===== src/hdl/hmp_pkg.sv =====
// ----------------------------------------------------------------------------
// HTTP message parser package
// Shared types, character constants and the per-byte parsing functions.
// ----------------------------------------------------------------------------
package hmp_pkg;

	localparam int HMP_MAX_RESULTS = 3;
	localparam int HMP_QUEUE_DEPTH = 4;

	localparam logic [7:0] CH_CR    = 8'h0D;
	localparam logic [7:0] CH_LF    = 8'h0A;
	localparam logic [7:0] CH_TAB   = 8'h09;
	localparam logic [7:0] CH_SP    = 8'h20;
	localparam logic [7:0] CH_COLON = 8'h3A;
	localparam logic [7:0] CH_PLUS  = 8'h2B;
	localparam logic [7:0] CH_MINUS = 8'h2D;
	localparam logic [7:0] CH_ZERO  = 8'h30;
	localparam logic [7:0] CH_NINE  = 8'h39;

	localparam logic [2:0] TAG_NAME  = 3'd3;
	localparam logic [2:0] TAG_VALUE = 3'd4;
	localparam logic [2:0] TAG_BODY  = 3'd5;

	localparam logic [35:0] CODE_LIMIT_POS = 36'd2147483647;
	localparam logic [35:0] CODE_LIMIT_NEG = 36'd2147483648;

	typedef enum logic [1:0] {
		PH_START,
		PH_HEADERS,
		PH_BODY
	} phase_t;

	typedef enum logic [1:0] {
		CS_LEAD,
		CS_SIGN,
		CS_DIGITS,
		CS_STOP
	} code_stage_t;

	typedef enum logic [2:0] {
		ERR_OK,
		ERR_NO_CRLF,
		ERR_NO_SP1,
		ERR_NO_SP2,
		ERR_BAD_CODE,
		ERR_NO_BLANK
	} err_t;

	typedef enum logic [1:0] {
		EV_DATA,
		EV_LINE,
		EV_FINISH
	} event_t;

	typedef struct packed {
		phase_t      phase;
		logic [1:0]  field_idx;
		logic        cr_held;
		logic        line_empty;
		logic        colon_seen;
		logic        skip_blanks;
		code_stage_t code_stage;
		logic        code_neg;
		logic [31:0] code_mag;
		logic        code_ovf;
		err_t        pending_err;
	} hmp_state_t;

	localparam hmp_state_t HMP_STATE_RESET = '{
		phase:       PH_START,
		field_idx:   2'd0,
		cr_held:     1'b0,
		line_empty:  1'b1,
		colon_seen:  1'b0,
		skip_blanks: 1'b0,
		code_stage:  CS_LEAD,
		code_neg:    1'b0,
		code_mag:    32'd0,
		code_ovf:    1'b0,
		pending_err: ERR_OK
	};

	typedef struct packed {
		event_t             event_kind;
		logic [7:0]         data_byte;
		logic [2:0]         field_tag;
		logic               line_kept;
		err_t               error_code;
		logic signed [31:0] status_value;
		logic               last_of_run;
	} hmp_result_t;

	// Outcome of one elementary parsing step: new state and an optional result.
	typedef struct packed {
		hmp_state_t  st;
		logic        emit;
		hmp_result_t res;
	} hmp_dc_t;

	function automatic hmp_result_t data_result(input logic [7:0] c, input logic [2:0] tag);
		hmp_result_t r;
		r = '0;
		r.event_kind = EV_DATA;
		r.data_byte  = c;
		r.field_tag  = tag;
		return r;
	endfunction

	function automatic hmp_state_t code_digit(input hmp_state_t s, input logic [3:0] d);
		hmp_state_t  r;
		logic [35:0] t;
		logic [35:0] limit;
		r = s;
		r.code_stage = CS_DIGITS;
		t = ({4'd0, s.code_mag} << 3) + ({4'd0, s.code_mag} << 1) + {32'd0, d};
		limit = s.code_neg ? CODE_LIMIT_NEG : CODE_LIMIT_POS;
		if (!s.code_ovf) begin
			if (t > limit) begin
				r.code_ovf = 1'b1;
			end else begin
				r.code_mag = t[31:0];
			end
		end
		return r;
	endfunction

	// Status code conversion in the style of stoi.
	function automatic hmp_state_t code_feed(input hmp_state_t s, input logic [7:0] c);
		hmp_state_t r;
		logic       digit;
		logic       blank;
		logic [7:0] dv;
		r = s;
		digit = (c >= CH_ZERO) && (c <= CH_NINE);
		blank = (c == CH_SP) || ((c >= CH_TAB) && (c <= CH_CR));
		dv = c - CH_ZERO;
		unique case (s.code_stage)
			CS_LEAD: begin
				if (blank) begin
					r = s;
				end else if (c == CH_PLUS || c == CH_MINUS) begin
					r.code_neg = (c == CH_MINUS);
					r.code_stage = CS_SIGN;
				end else if (digit) begin
					r = code_digit(s, dv[3:0]);
				end else begin
					r.code_ovf = 1'b1;
					r.code_stage = CS_STOP;
				end
			end
			CS_SIGN: begin
				if (digit) begin
					r = code_digit(s, dv[3:0]);
				end else begin
					r.code_ovf = 1'b1;
					r.code_stage = CS_STOP;
				end
			end
			CS_DIGITS: begin
				if (digit) begin
					r = code_digit(s, dv[3:0]);
				end else begin
					r.code_stage = CS_STOP;
				end
			end
			CS_STOP: begin
				r = s;
			end
		endcase
		return r;
	endfunction

	// One content byte (anything that is not part of a line break).
	function automatic hmp_dc_t data_char(input hmp_state_t s, input logic [7:0] c,
			input logic kind);
		hmp_dc_t r;
		r.st   = s;
		r.emit = 1'b0;
		r.res  = '0;
		unique case (s.phase)
			PH_START: begin
				if (c == CH_SP && s.field_idx < 2'd2) begin
					r.st.field_idx = s.field_idx + 2'd1;
				end else begin
					r.emit = 1'b1;
					r.res  = data_result(c, {1'b0, s.field_idx});
					if (kind && s.field_idx == 2'd1) begin
						r.st = code_feed(s, c);
					end
				end
			end
			PH_HEADERS: begin
				r.st.line_empty = 1'b0;
				if (!s.colon_seen) begin
					if (c == CH_COLON) begin
						r.st.colon_seen  = 1'b1;
						r.st.skip_blanks = 1'b1;
					end else begin
						r.emit = 1'b1;
						r.res  = data_result(c, TAG_NAME);
					end
				end else if (!(s.skip_blanks && (c == CH_SP || c == CH_TAB))) begin
					r.st.skip_blanks = 1'b0;
					r.emit = 1'b1;
					r.res  = data_result(c, TAG_VALUE);
				end
			end
			default: begin
				r.emit = 1'b1;
				r.res  = data_result(c, TAG_BODY);
			end
		endcase
		return r;
	endfunction

	// A CRLF pair closes the current line.
	function automatic hmp_dc_t line_break(input hmp_state_t s, input logic kind);
		hmp_dc_t r;
		r.st   = s;
		r.emit = 1'b0;
		r.res  = '0;
		if (s.phase == PH_START) begin
			if (s.field_idx < 2'd1) begin
				r.st.pending_err = ERR_NO_SP1;
			end else if (s.field_idx < 2'd2) begin
				r.st.pending_err = ERR_NO_SP2;
			end else if (kind && (s.code_ovf || s.code_stage == CS_LEAD
					|| s.code_stage == CS_SIGN)) begin
				r.st.pending_err = ERR_BAD_CODE;
			end
			r.st.phase = PH_HEADERS;
		end else if (s.line_empty) begin
			r.st.phase = PH_BODY;
		end else begin
			r.emit = 1'b1;
			r.res.event_kind = EV_LINE;
			r.res.line_kept  = s.colon_seen;
		end
		r.st.line_empty  = 1'b1;
		r.st.colon_seen  = 1'b0;
		r.st.skip_blanks = 1'b0;
		return r;
	endfunction

endpackage


===== src/hdl/http_message_byte_parser.sv =====
// ----------------------------------------------------------------------------
// HTTP message byte parser
// Parses a request or response one byte at a time into tagged data bytes,
// header line events and a finish event carrying the error code.
// ----------------------------------------------------------------------------
// Pipeline: an accepted byte is held in the input register, parsed when the
//   result queue has room, and its results are then written to the queue.
// Throughput: one byte per cycle while each byte yields at most one result
//   and out_ready is high; more results of a byte leave the port one by one.
// Reset: arst_n clears the parser state to the start line, empties the result
//   queue and sets message_kind to request mode; no memory clearing pass.
// ----------------------------------------------------------------------------
module http_message_byte_parser import hmp_pkg::*; #(
	parameter int QUEUE_DEPTH = HMP_QUEUE_DEPTH
) (
	input  logic               clk,
	input  logic               arst_n,
	// Configuration write channel (message_kind).
	input  logic               cfg_valid,
	output logic               cfg_ready,
	input  logic               cfg_data,
	// Byte input channel.
	input  logic               in_valid,
	output logic               in_ready,
	input  logic [7:0]         byte_in,
	input  logic               end_of_message,
	// Result output channel.
	output logic               out_valid,
	input  logic               out_ready,
	output logic [1:0]         event_kind,
	output logic [7:0]         data_byte,
	output logic [2:0]         field_tag,
	output logic               line_kept,
	output logic [2:0]         error_code,
	output logic signed [31:0] status_value,
	output logic               last_of_run
);

	localparam int CW = $clog2(QUEUE_DEPTH + 1);

	// Configuration register. The user must write it only with the block idle, so
	// the parser may read it live on every byte; the block does not enforce it.
	logic message_kind_q;

	// Input register stage.
	logic       valid_s1;
	logic [7:0] byte_s1;
	logic       eom_s1;
	logic       fire_s1;

	logic [1:0]    res_n;
	hmp_result_t   res [HMP_MAX_RESULTS];
	hmp_result_t   head;
	logic [CW-1:0] q_count;
	logic          space_ok;

	assign cfg_ready = 1'b1;

	always_ff @(posedge clk or negedge arst_n) begin
		if (!arst_n) begin
			message_kind_q <= 1'b0;
		end else if (cfg_valid) begin
			message_kind_q <= cfg_data;
		end
	end

	// The parse stage fires only when the queue can absorb the worst case of
	// three results. Counting the current occupancy alone keeps in_ready free
	// of any path from out_ready.
	assign space_ok = (q_count <= CW'(QUEUE_DEPTH - HMP_MAX_RESULTS));
	assign fire_s1  = valid_s1 && space_ok;
	assign in_ready = !valid_s1 || fire_s1;

	always_ff @(posedge clk or negedge arst_n) begin
		if (!arst_n) begin
			valid_s1 <= 1'b0;
		end else if (in_ready) begin
			valid_s1 <= in_valid;
		end
	end

	always_ff @(posedge clk) begin
		if (in_valid && in_ready) begin
			byte_s1 <= byte_in;
			eom_s1  <= end_of_message;
		end
	end

	// The parser walks the held carriage return, the byte itself, a carriage
	// return flushed at the end of the message and the finish event, all
	// combinationally, and updates its state on the transaction that fires.
	hmp_parser u_parser (
		.clk     (clk),
		.arst_n  (arst_n),
		.step    (fire_s1),
		.byte_s1 (byte_s1),
		.eom_s1  (eom_s1),
		.kind    (message_kind_q),
		.res_n   (res_n),
		.res     (res)
	);

	// Results wait in the queue so the input keeps flowing while the output
	// side stalls.
	hmp_result_queue #(
		.DEPTH (QUEUE_DEPTH)
	) u_queue (
		.clk       (clk),
		.arst_n    (arst_n),
		.push_n    (fire_s1 ? res_n : 2'd0),
		.push_data (res),
		.pop       (out_valid && out_ready),
		.head      (head),
		.count     (q_count)
	);

	assign out_valid    = (q_count != '0);
	assign event_kind   = head.event_kind;
	assign data_byte    = head.data_byte;
	assign field_tag    = head.field_tag;
	assign line_kept    = head.line_kept;
	assign error_code   = head.error_code;
	assign status_value = head.status_value;
	assign last_of_run  = head.last_of_run;

	// The last byte of a message always closes with a finish event.
	assert property (@(posedge clk) disable iff (!arst_n)
		(fire_s1 && eom_s1) |-> (res_n != 2'd0
			&& res[res_n - 2'd1].event_kind == EV_FINISH))
		else $error("end of message did not produce a finish event");

	// The queue never receives more results than it has room for.
	assert property (@(posedge clk) disable iff (!arst_n)
		fire_s1 |-> (int'(q_count) + int'(res_n) <= QUEUE_DEPTH))
		else $error("result queue overflow");

	// An accepted byte is held in the input register in the next cycle.
	assert property (@(posedge clk) disable iff (!arst_n)
		(in_valid && in_ready) |=> valid_s1)
		else $error("accepted byte lost before parsing");

endmodule


===== src/hdl/hmp_parser.sv =====
// ----------------------------------------------------------------------------
// HTTP message parser core
// Holds the parser state and turns one registered byte into up to three
// results combinationally.
// ----------------------------------------------------------------------------
module hmp_parser import hmp_pkg::*; (
	input  logic        clk,
	input  logic        arst_n,
	input  logic        step,
	input  logic [7:0]  byte_s1,
	input  logic        eom_s1,
	input  logic        kind,
	output logic [1:0]  res_n,
	output hmp_result_t res [HMP_MAX_RESULTS]
);

	localparam int NUM_SLOTS = 4;

	hmp_state_t state_q;
	hmp_state_t state_d;
	hmp_dc_t    slot [NUM_SLOTS];

	always_comb begin
		hmp_state_t  st;
		logic        do_b;
		logic [1:0]  n;
		hmp_result_t fin;

		st   = state_q;
		do_b = 1'b0;
		fin  = '0;
		for (int k = 0; k < NUM_SLOTS; k++) begin
			slot[k] = '0;
		end

		// Slot 0: held carriage return, either a line break or plain data.
		if (st.phase == PH_BODY) begin
			do_b = 1'b1;
		end else if (st.cr_held) begin
			st.cr_held = 1'b0;
			if (byte_s1 == CH_LF) begin
				slot[0] = line_break(st, kind);
				st = slot[0].st;
			end else begin
				slot[0] = data_char(st, CH_CR, kind);
				st = slot[0].st;
				if (byte_s1 == CH_CR) begin
					st.cr_held = 1'b1;
				end else begin
					do_b = 1'b1;
				end
			end
		end else if (byte_s1 == CH_CR) begin
			st.cr_held = 1'b1;
		end else begin
			do_b = 1'b1;
		end

		// Slot 1: the byte itself.
		if (do_b) begin
			slot[1] = data_char(st, byte_s1, kind);
			st = slot[1].st;
		end

		// Slots 2 and 3: flush a held carriage return, then the finish event.
		if (eom_s1) begin
			if (st.cr_held) begin
				st.cr_held = 1'b0;
				slot[2] = data_char(st, CH_CR, kind);
				st = slot[2].st;
			end
			fin.event_kind = EV_FINISH;
			if (st.pending_err != ERR_OK) begin
				fin.error_code = st.pending_err;
			end else if (st.phase == PH_START) begin
				fin.error_code = ERR_NO_CRLF;
			end else if (st.phase == PH_HEADERS) begin
				fin.error_code = ERR_NO_BLANK;
			end else begin
				fin.error_code = ERR_OK;
			end
			if (kind && st.phase != PH_START && st.pending_err == ERR_OK) begin
				fin.status_value = st.code_neg ? (32'sd0 - $signed(st.code_mag))
					: $signed(st.code_mag);
			end
			slot[3].emit = 1'b1;
			slot[3].res  = fin;
			st = HMP_STATE_RESET;
		end
		state_d = st;

		// Pack the emitted results in order and mark the last one.
		n = 2'd0;
		for (int k = 0; k < HMP_MAX_RESULTS; k++) begin
			res[k] = '0;
		end
		for (int k = 0; k < NUM_SLOTS; k++) begin
			if (slot[k].emit && n != 2'd3) begin
				res[n] = slot[k].res;
				n = n + 2'd1;
			end
		end
		if (n != 2'd0) begin
			res[n - 2'd1].last_of_run = 1'b1;
		end
		res_n = n;
	end

	always_ff @(posedge clk or negedge arst_n) begin
		if (!arst_n) begin
			state_q <= HMP_STATE_RESET;
		end else if (step) begin
			state_q <= state_d;
		end
	end

endmodule


===== src/hdl/hmp_result_queue.sv =====
// ----------------------------------------------------------------------------
// HTTP message parser result queue
// Small circular buffer that takes up to three results per cycle and hands
// one per cycle to the output channel while the output side pops.
// ----------------------------------------------------------------------------
module hmp_result_queue import hmp_pkg::*; #(
	parameter int DEPTH = HMP_QUEUE_DEPTH
) (
	input  logic                       clk,
	input  logic                       arst_n,
	input  logic [1:0]                 push_n,
	input  hmp_result_t                push_data [HMP_MAX_RESULTS],
	input  logic                       pop,
	output hmp_result_t                head,
	output logic [$clog2(DEPTH+1)-1:0] count
);

	localparam int PW = $clog2(DEPTH);
	localparam int CW = $clog2(DEPTH + 1);

	hmp_result_t   mem [DEPTH];
	logic [PW-1:0] wr_q;
	logic [PW-1:0] rd_q;
	logic [CW-1:0] count_q;

	function automatic logic [PW-1:0] ptr_add(input logic [PW-1:0] p, input logic [1:0] k);
		logic [PW:0] sum;
		sum = {1'b0, p} + (PW + 1)'(k);
		if (sum >= (PW + 1)'(DEPTH)) begin
			sum = sum - (PW + 1)'(DEPTH);
		end
		return sum[PW-1:0];
	endfunction

	always_ff @(posedge clk) begin
		for (int k = 0; k < HMP_MAX_RESULTS; k++) begin
			if (2'(k) < push_n) begin
				mem[ptr_add(wr_q, 2'(k))] <= push_data[k];
			end
		end
	end

	always_ff @(posedge clk or negedge arst_n) begin
		if (!arst_n) begin
			wr_q    <= '0;
			rd_q    <= '0;
			count_q <= '0;
		end else begin
			wr_q    <= ptr_add(wr_q, push_n);
			rd_q    <= ptr_add(rd_q, {1'b0, pop});
			count_q <= count_q + CW'(push_n) - CW'(pop);
		end
	end

	assign head  = mem[rd_q];
	assign count = count_q;

endmodule


===== config.mk =====
export PLATFORM = sky130hd
export DESIGN_NAME = http_message_byte_parser
export DESIGN_NICKNAME = d
export VERILOG_FILES = /design/src/hdl/hmp_pkg.sv /design/src/hdl/http_message_byte_parser.sv /design/src/hdl/hmp_parser.sv /design/src/hdl/hmp_result_queue.sv
export SDC_FILE = /design/constraint.sdc
export NUM_CORES = 1
export LEC_CHECK = 0
export ABC_AREA = 1
export BUFFER_PORTS_ARGS = -buffer_cell sky130_fd_sc_hd__buf_4
export CAP_MARGIN = 15
export CORE_UTILIZATION = 57
export DETAILED_ROUTE_END_ITERATION = 10
export PLACE_DENSITY = 0.82
export REMOVE_ABC_BUFFERS = 1
export SLEW_MARGIN = 20
export SYNTH_ARGS = -nofsm -noshare
export SYNTH_HDL_FRONTEND = slang
export SYNTH_SLANG_ARGS = --single-unit

===== constraint.sdc =====
create_clock -name clk -period 7.37 [get_ports clk]
set_clock_uncertainty 0.1 [all_clocks]
set_input_delay 1.1055 -clock clk [delete_from_list [all_inputs] [get_ports clk]]
set_output_delay 1.1055 -clock clk [all_outputs]
set_load 0.03 [all_outputs]

* Word-level counts from Yosys, hierarchy flattened *
Memory sizes are Yosys's and may differ from the RTL's.
Cells that the tools add are included.

word-level totals
  memories = 1
  word-level logic and storage cells = 288
  register bits after elaboration = 65
  RAM bits = 200
  output and inout bits = 53
  input bits = 15

memory list
  name         words  width  rd ports  clocked after Yosys merged registers in  wr ports  line                    source
  u_queue.mem  4      50     1         0                                        3         hmp_result_queue.sv:21  hmp_result_t mem [DEPTH];

cells by class
  reductions and logical operators = 42
  equality and inequality tests = 27
  $lt $le $gt $ge = 25
  bitwise gates (word level) = 4
  add/sub/neg operators = 20
  mux-type cells = 151

operators by type and width
  cell                                                                  number
  33-bit two-way mux                                                    22
  47-bit two-way mux                                                    13
  150-bit bitwise mux                                                   4
  150-bit two-way mux                                                   4
  51-bit two-way mux                                                    10
  50-bit demux with 2-bit select                                        4
  50-bit two-way mux                                                    4
  39-bit two-way mux                                                    5
  32-bit two-way mux                                                    6
  47-bit case mux with 4 select lines                                   1
  40-bit case mux with 2 select lines                                   2
  51-bit case mux with 2 select lines                                   1
  94-bit two-way mux                                                    1
  42-bit two-way mux                                                    2
  40-bit two-way mux                                                    2
  36-bit two-way mux                                                    2
  35-bit by 33-bit adder with 36-bit output                             1
  36-bit by 4-bit adder with 36-bit output                              1
  36-bit greater-than comparator                                        1
  2-bit two-way mux                                                     17
  3-bit two-way mux                                                     11
  8-bit by 6-bit == test with 1-bit output (second input constant)      4
  1-bit by 32-bit subtractor with 32-bit output (first input constant)  1
  1-bit two-way mux                                                     28
  44 further kinds                                                      122

* Logic depth before layout (Yosys ltp) *
  depth in word-level cells = 64
  depth in mapped cells = 43
  gate-level depth less buffers = 43

* Cells and area by module *
A second synthesis with hierarchy kept.

unflattened totals
  cells, all modules = 3332
  area, all modules = 22351.4 µm²

by module, submodules not included
  module                    instances  seq. area each (µm²)  cells an instance  area an instance (µm²)
  hmp_result_queue          1          6180.9                1842               13257.7
  hmp_parser                1          1177.4                1458               8679.6
  http_message_byte_parser  1          320.3                 32                 414.1

* Worst setup path before layout *
OpenSTA, ideal clock, no wires.

  kind = reg2reg
  from = register byte_s1[3]
  to = memory u_queue.mem[0][0] (netlist name), enable pin
  period minus slack after synthesis = 8.169 ns
  setup slack = -0.799 ns
  arrival time = 7.542 ns
  cell stages (with the launch flop) = 29
  cells stage by stage = edfxtp_1 buf_2 nand2_2 nor3_2 nand2_1 nor3_2 a21oi_4 nor2_1 inv_1 nor2_1 nor2_1 a21oi_1 inv_1 ha_1 inv_1 o21ai_2 nand2_1 o21ai_1 inv_1 ha_1 nor2_1 inv_1 xor2_1 inv_2 nor2_4 inv_2 nand2_1 inv_1 o21ai_0

RTL lines
  what                    line                            source
  start, declared         http_message_byte_parser.sv:47  logic [7:0] byte_s1;
  start signal, assigned  http_message_byte_parser.sv:84  byte_s1 <= byte_in;
  end, declared           hmp_result_queue.sv:21

==> run summary <==
The placed instance count came out at 2753. The fraction of the core area covered by cells at the end of the flow is 0.637. CTS built an H-tree with a depth of 1. After detailed routing, the average wire length per cell comes to 18.4 um. In this run the tightest slew margin relative to its limit is 0.326. The count of TritonRoute iterations in the first routing pass is 7.

In this run, synthesis inferred 209 flip-flops with an integrated enable. The maximum single-stage delay on the critical path came out at 0.59 ns. The met1 track demand over resource in global routing came out at 0.458. The post-CTS setup repair buffer count is 0. The width of the die came out at 181 um. The register-to-register setup slack is 0.99 ns. The initial core utilization came out at 0.579. The maximum number of pins on one net before global-route repair is 101. The count of unique library cells instantiated by Yosys is 58. The count of endpoints failing hold in the final timing report is 0. The synthesized design spends more area on one cell type than any other, namely sky130_fd_sc_hd__edfxtp_1. The number of buffers inserted by hold repair at cts came out at 0. After clock tree synthesis, the clock-pin slew on the worst setup and hold paths is 0.07 ns. The top achievable clock speed came out at 0.157 GHz.

The critical-path maximum fanout came out at 12. For this design, the sink count on the clock tree is 265. Along the worst hold path, the cell count comes to 1. In the layout the commonest cells are sky130_fd_sc_hd__nand2_1 (558), sky130_fd_sc_hd__nor2_1 (393), sky130_fd_sc_hd__inv_1 (222). The most used flip-flop cell after synthesis is sky130_fd_sc_hd__edfxtp_1. The min-delay analysis places its worst path in the category register to register. Counting flops with an async set or reset pin after synthesis yields a share of 0.211. The global-route track usage on met3 is 0.0423. The worst reg2reg path depth came out at 40.

The number of DRC violations after detailed routing came out at 0. The die covers 32700 sq um. The overall track demand over capacity in global routing is 0.317.

The mapped netlist covers 18200 sq um. The worst endpoint data arrival time came out at 6.55 ns. The gate count after technology mapping is 2348. The count of input and output buffers is 66.

Once detail routing completed, the nets flagged for antenna violations numbered 0. Dividing total power by cell area gives a power density of 303 nW/um^2. Clock tree synthesis inserted a total of 28 buffers. Of the available clock period, the critical path in the final layout requires 0.865. The max-slew violation total from the final report came out at 0. 68 I/O pins were placed. Sorting the synthesized cells by area gives the leading types as sky130_fd_sc_hd__edfxtp_1 (34%), sky130_fd_sc_hd__nand2_1 (12%), sky130_fd_sc_hd__nor2_1 (8.1%). The die outline height came out at 181 um.

Counting along the longest clock path gives a buffer depth of 3. The required time of the worst setup path came out at 7.54 ns. The placed cell area is 19100 sq um. The final worst hold slack came out at 0.395 ns. The static leakage is 9.20 nW. The routed design has 51700 um of wire. The placement-stage worst setup slack came out at 1.12 ns. The worst path setup slack after routing came out at 0.995 ns. The aggregate global routing overflow came out at 0. The final layout contains 2511 nets.

The slowest stage of the critical path belongs to the cell sky130_fd_sc_hd__fa_1. The first routing iteration left 1930 violations. The sequential cell area is 7680 sq um. 0 antenna diodes ended up in the layout. The transition time at the pin with the least slew margin came out at 1.00 ns. In the final layout, the multi-input gates occupy 9190 sq um. The total negative slack for setup checks is 0 ns.

Routability-driven placement finished with a final weighted congestion of 0.999. Setup repair after global routing left no endpoint under its margin. For this run, the register share of the synthesized area comes to 0.422. The synthesis-to-layout area growth is 10.1%. The critical path capture point type is a register. The proportion of layout cells with a drive suffix above 1 is 0.101.

The total power after layout is 6.08 mW. The wire length of the first global-routing pass is 83200 um. The number of antenna violations at the first check in global routing is 0. The area of the core is 31500 sq um. Post-CTS repair changed the size of 0 cells.

The commonest non-fill, non-tap cell in the layout is sky130_fd_sc_hd__nand2_1. In this run the clock root is driven by a sky130_fd_sc_hd__clkbuf_16. After global routing, the most crowded layer is met2. The met2 capacity usage during global routing came out at 0.507. The ratio of routed vias to standard cells came out at 5.93. The minimum clock period after layout is 6.38 ns. The area share of the leading cell type in the synthesized netlist is 0.345. The CTS tree is done. The average cell area after synthesis is 7.75 sq um. Detailed routing inserted a total of 16625 vias. The worst setup path is launched from a register. The flow ran to the end, and the final reports show no timing, DRC or antenna violations. The worst-case IR drop observed on VDD is 0.336 mV. The clock reaches the later pin of the worst-skew pair after 0.55 ns. The setup path with the least slack is of type register to register. The synthesis-stage register bit count is 265. The number of global-route vias before repair came out at 15863.

Once layout is complete, the cells apart from fillers number 2805. The tool flagged a number of max-cap violations equal to 0. The warning count from the yosys run is 0. With fillers left out, the area of the finished cells amounts to 20000 sq um.

The detailed placer's ending HPWL is 37200 um. The setup-violating endpoint count in the final report came out at 0. The cell that appears most often on the critical path is sky130_fd_sc_hd__nand2_1. The count of standard-cell rows came out at 65.

The number of filler instances in the final layout came out at 2709.
[synthesized netlist by cell type, types with 3 or more instances]
cell type and count:
sky130_fd_sc_hd__xnor2_1 15, sky130_fd_sc_hd__o211ai_1 18, sky130_fd_sc_hd__clkbuf_1 53, sky130_fd_sc_hd__nand2_2 12, sky130_fd_sc_hd__dfrtp_1 55, sky130_fd_sc_hd__xor2_1 18
sky130_fd_sc_hd__o221ai_1 12, sky130_fd_sc_hd__a21oi_1 74, sky130_fd_sc_hd__ha_1 112, sky130_fd_sc_hd__nor2_4 10, sky130_fd_sc_hd__nand3_1 99, sky130_fd_sc_hd__edfxtp_1 209
sky130_fd_sc_hd__o21ai_1 12, sky130_fd_sc_hd__buf_6 8, sky130_fd_sc_hd__a211oi_1 4, sky130_fd_sc_hd__o22ai_1 78, sky130_fd_sc_hd__buf_2 23, sky130_fd_sc_hd__o21ai_2 6
sky130_fd_sc_hd__inv_2 30, sky130_fd_sc_hd__a31oi_1 7, sky130_fd_sc_hd__inv_1 223, sky130_fd_sc_hd__o21bai_1 3, sky130_fd_sc_hd__a21o_1 3, sky130_fd_sc_hd__nor3_2 3
sky130_fd_sc_hd__nand2_1 559, sky130_fd_sc_hd__nor3_1 16, sky130_fd_sc_hd__nor2_2 8, sky130_fd_sc_hd__fa_1 3, sky130_fd_sc_hd__nand3_2 14, sky130_fd_sc_hd__o21ai_0 179
sky130_fd_sc_hd__nor2_1 394, sky130_fd_sc_hd__o311ai_0 3, sky130_fd_sc_hd__a21boi_0 10, sky130_fd_sc_hd__nand4_1 31, sky130_fd_sc_hd__a22oi_1 6, sky130_fd_sc_hd__o21a_1 3
sky130_fd_sc_hd__or2_2 4
[final timing paths]
check | start | to
worst max-delay path | byte_s1[3] | u_queue.mem[0][15]
worst min-delay path | u_queue.count[2] | u_queue.count[2]
worst max register to register | byte_s1[3] | u_queue.mem[0][15]
worst min register to register | u_queue.count[2] | u_queue.count[2]
max in group asynchronous | arst_n | u_parser.state_q[36]
min in group asynchronous | arst_n | u_queue.rd_q[1]
[cells by family after synthesis]
logic type                 after synthesis  share of synthesized area
adders and majority gates              115                     0.0803
and+or+nand+nor                       1162                      0.268
AOI/OAI and AO/OA                      430                      0.138
other                                    1                   0.000206
xor gates and xnor gates                33                     0.0159
buffers and inverters                  342                     0.0759
DFF                                    265                      0.422
[layout make-up]
class,count,area share
Sequential cell,265,0.383
Clock inverter,22,0.0125
Multi-Input combinational cell,1741,0.458
Clock buffer,30,0.0364
Inverter,255,0.0479
Timing Repair Buffer,90,0.0368
Tap cell,402,0.0251
[routing by layer]
layer  wire, um  part of all wire
met1      22000              0.43
met2      23600              0.46
met3       5010             0.097
met4       1030             0.020
met5          0                 0
[critical path, delay by kind of cell, from the launching register on]
family | cells | cell delay, ns
compound gates | 3 | 0.40
xor+xnor | 1 | 0.18
fa+ha+maj | 4 | 1.54
buf+inv | 4 | 0.42
flops | 1 | 0.56
simple gates | 28 | 2.88
[power breakdown]
group | switching, mW | total [mW] | internal, mW
registers | 0.113 | 2.13 | 2.02
clock network | 0.620 | 1.49 | 0.869
logic | 1.75 | 2.46 | 0.715
total | 2.48 | 6.08 | 3.60
[state kept, by name (all words and copies together) (netlist names)]
signal	cells
byte_s1	8
eom_s1	1
u_queue.count	3
u_parser.state_q	47
valid_s1	1
u_queue.rd_q	2
message_kind_q	1
u_queue.wr_q	2
u_queue.mem	200
No activity file was read; power rests on OpenSTA's default activity.
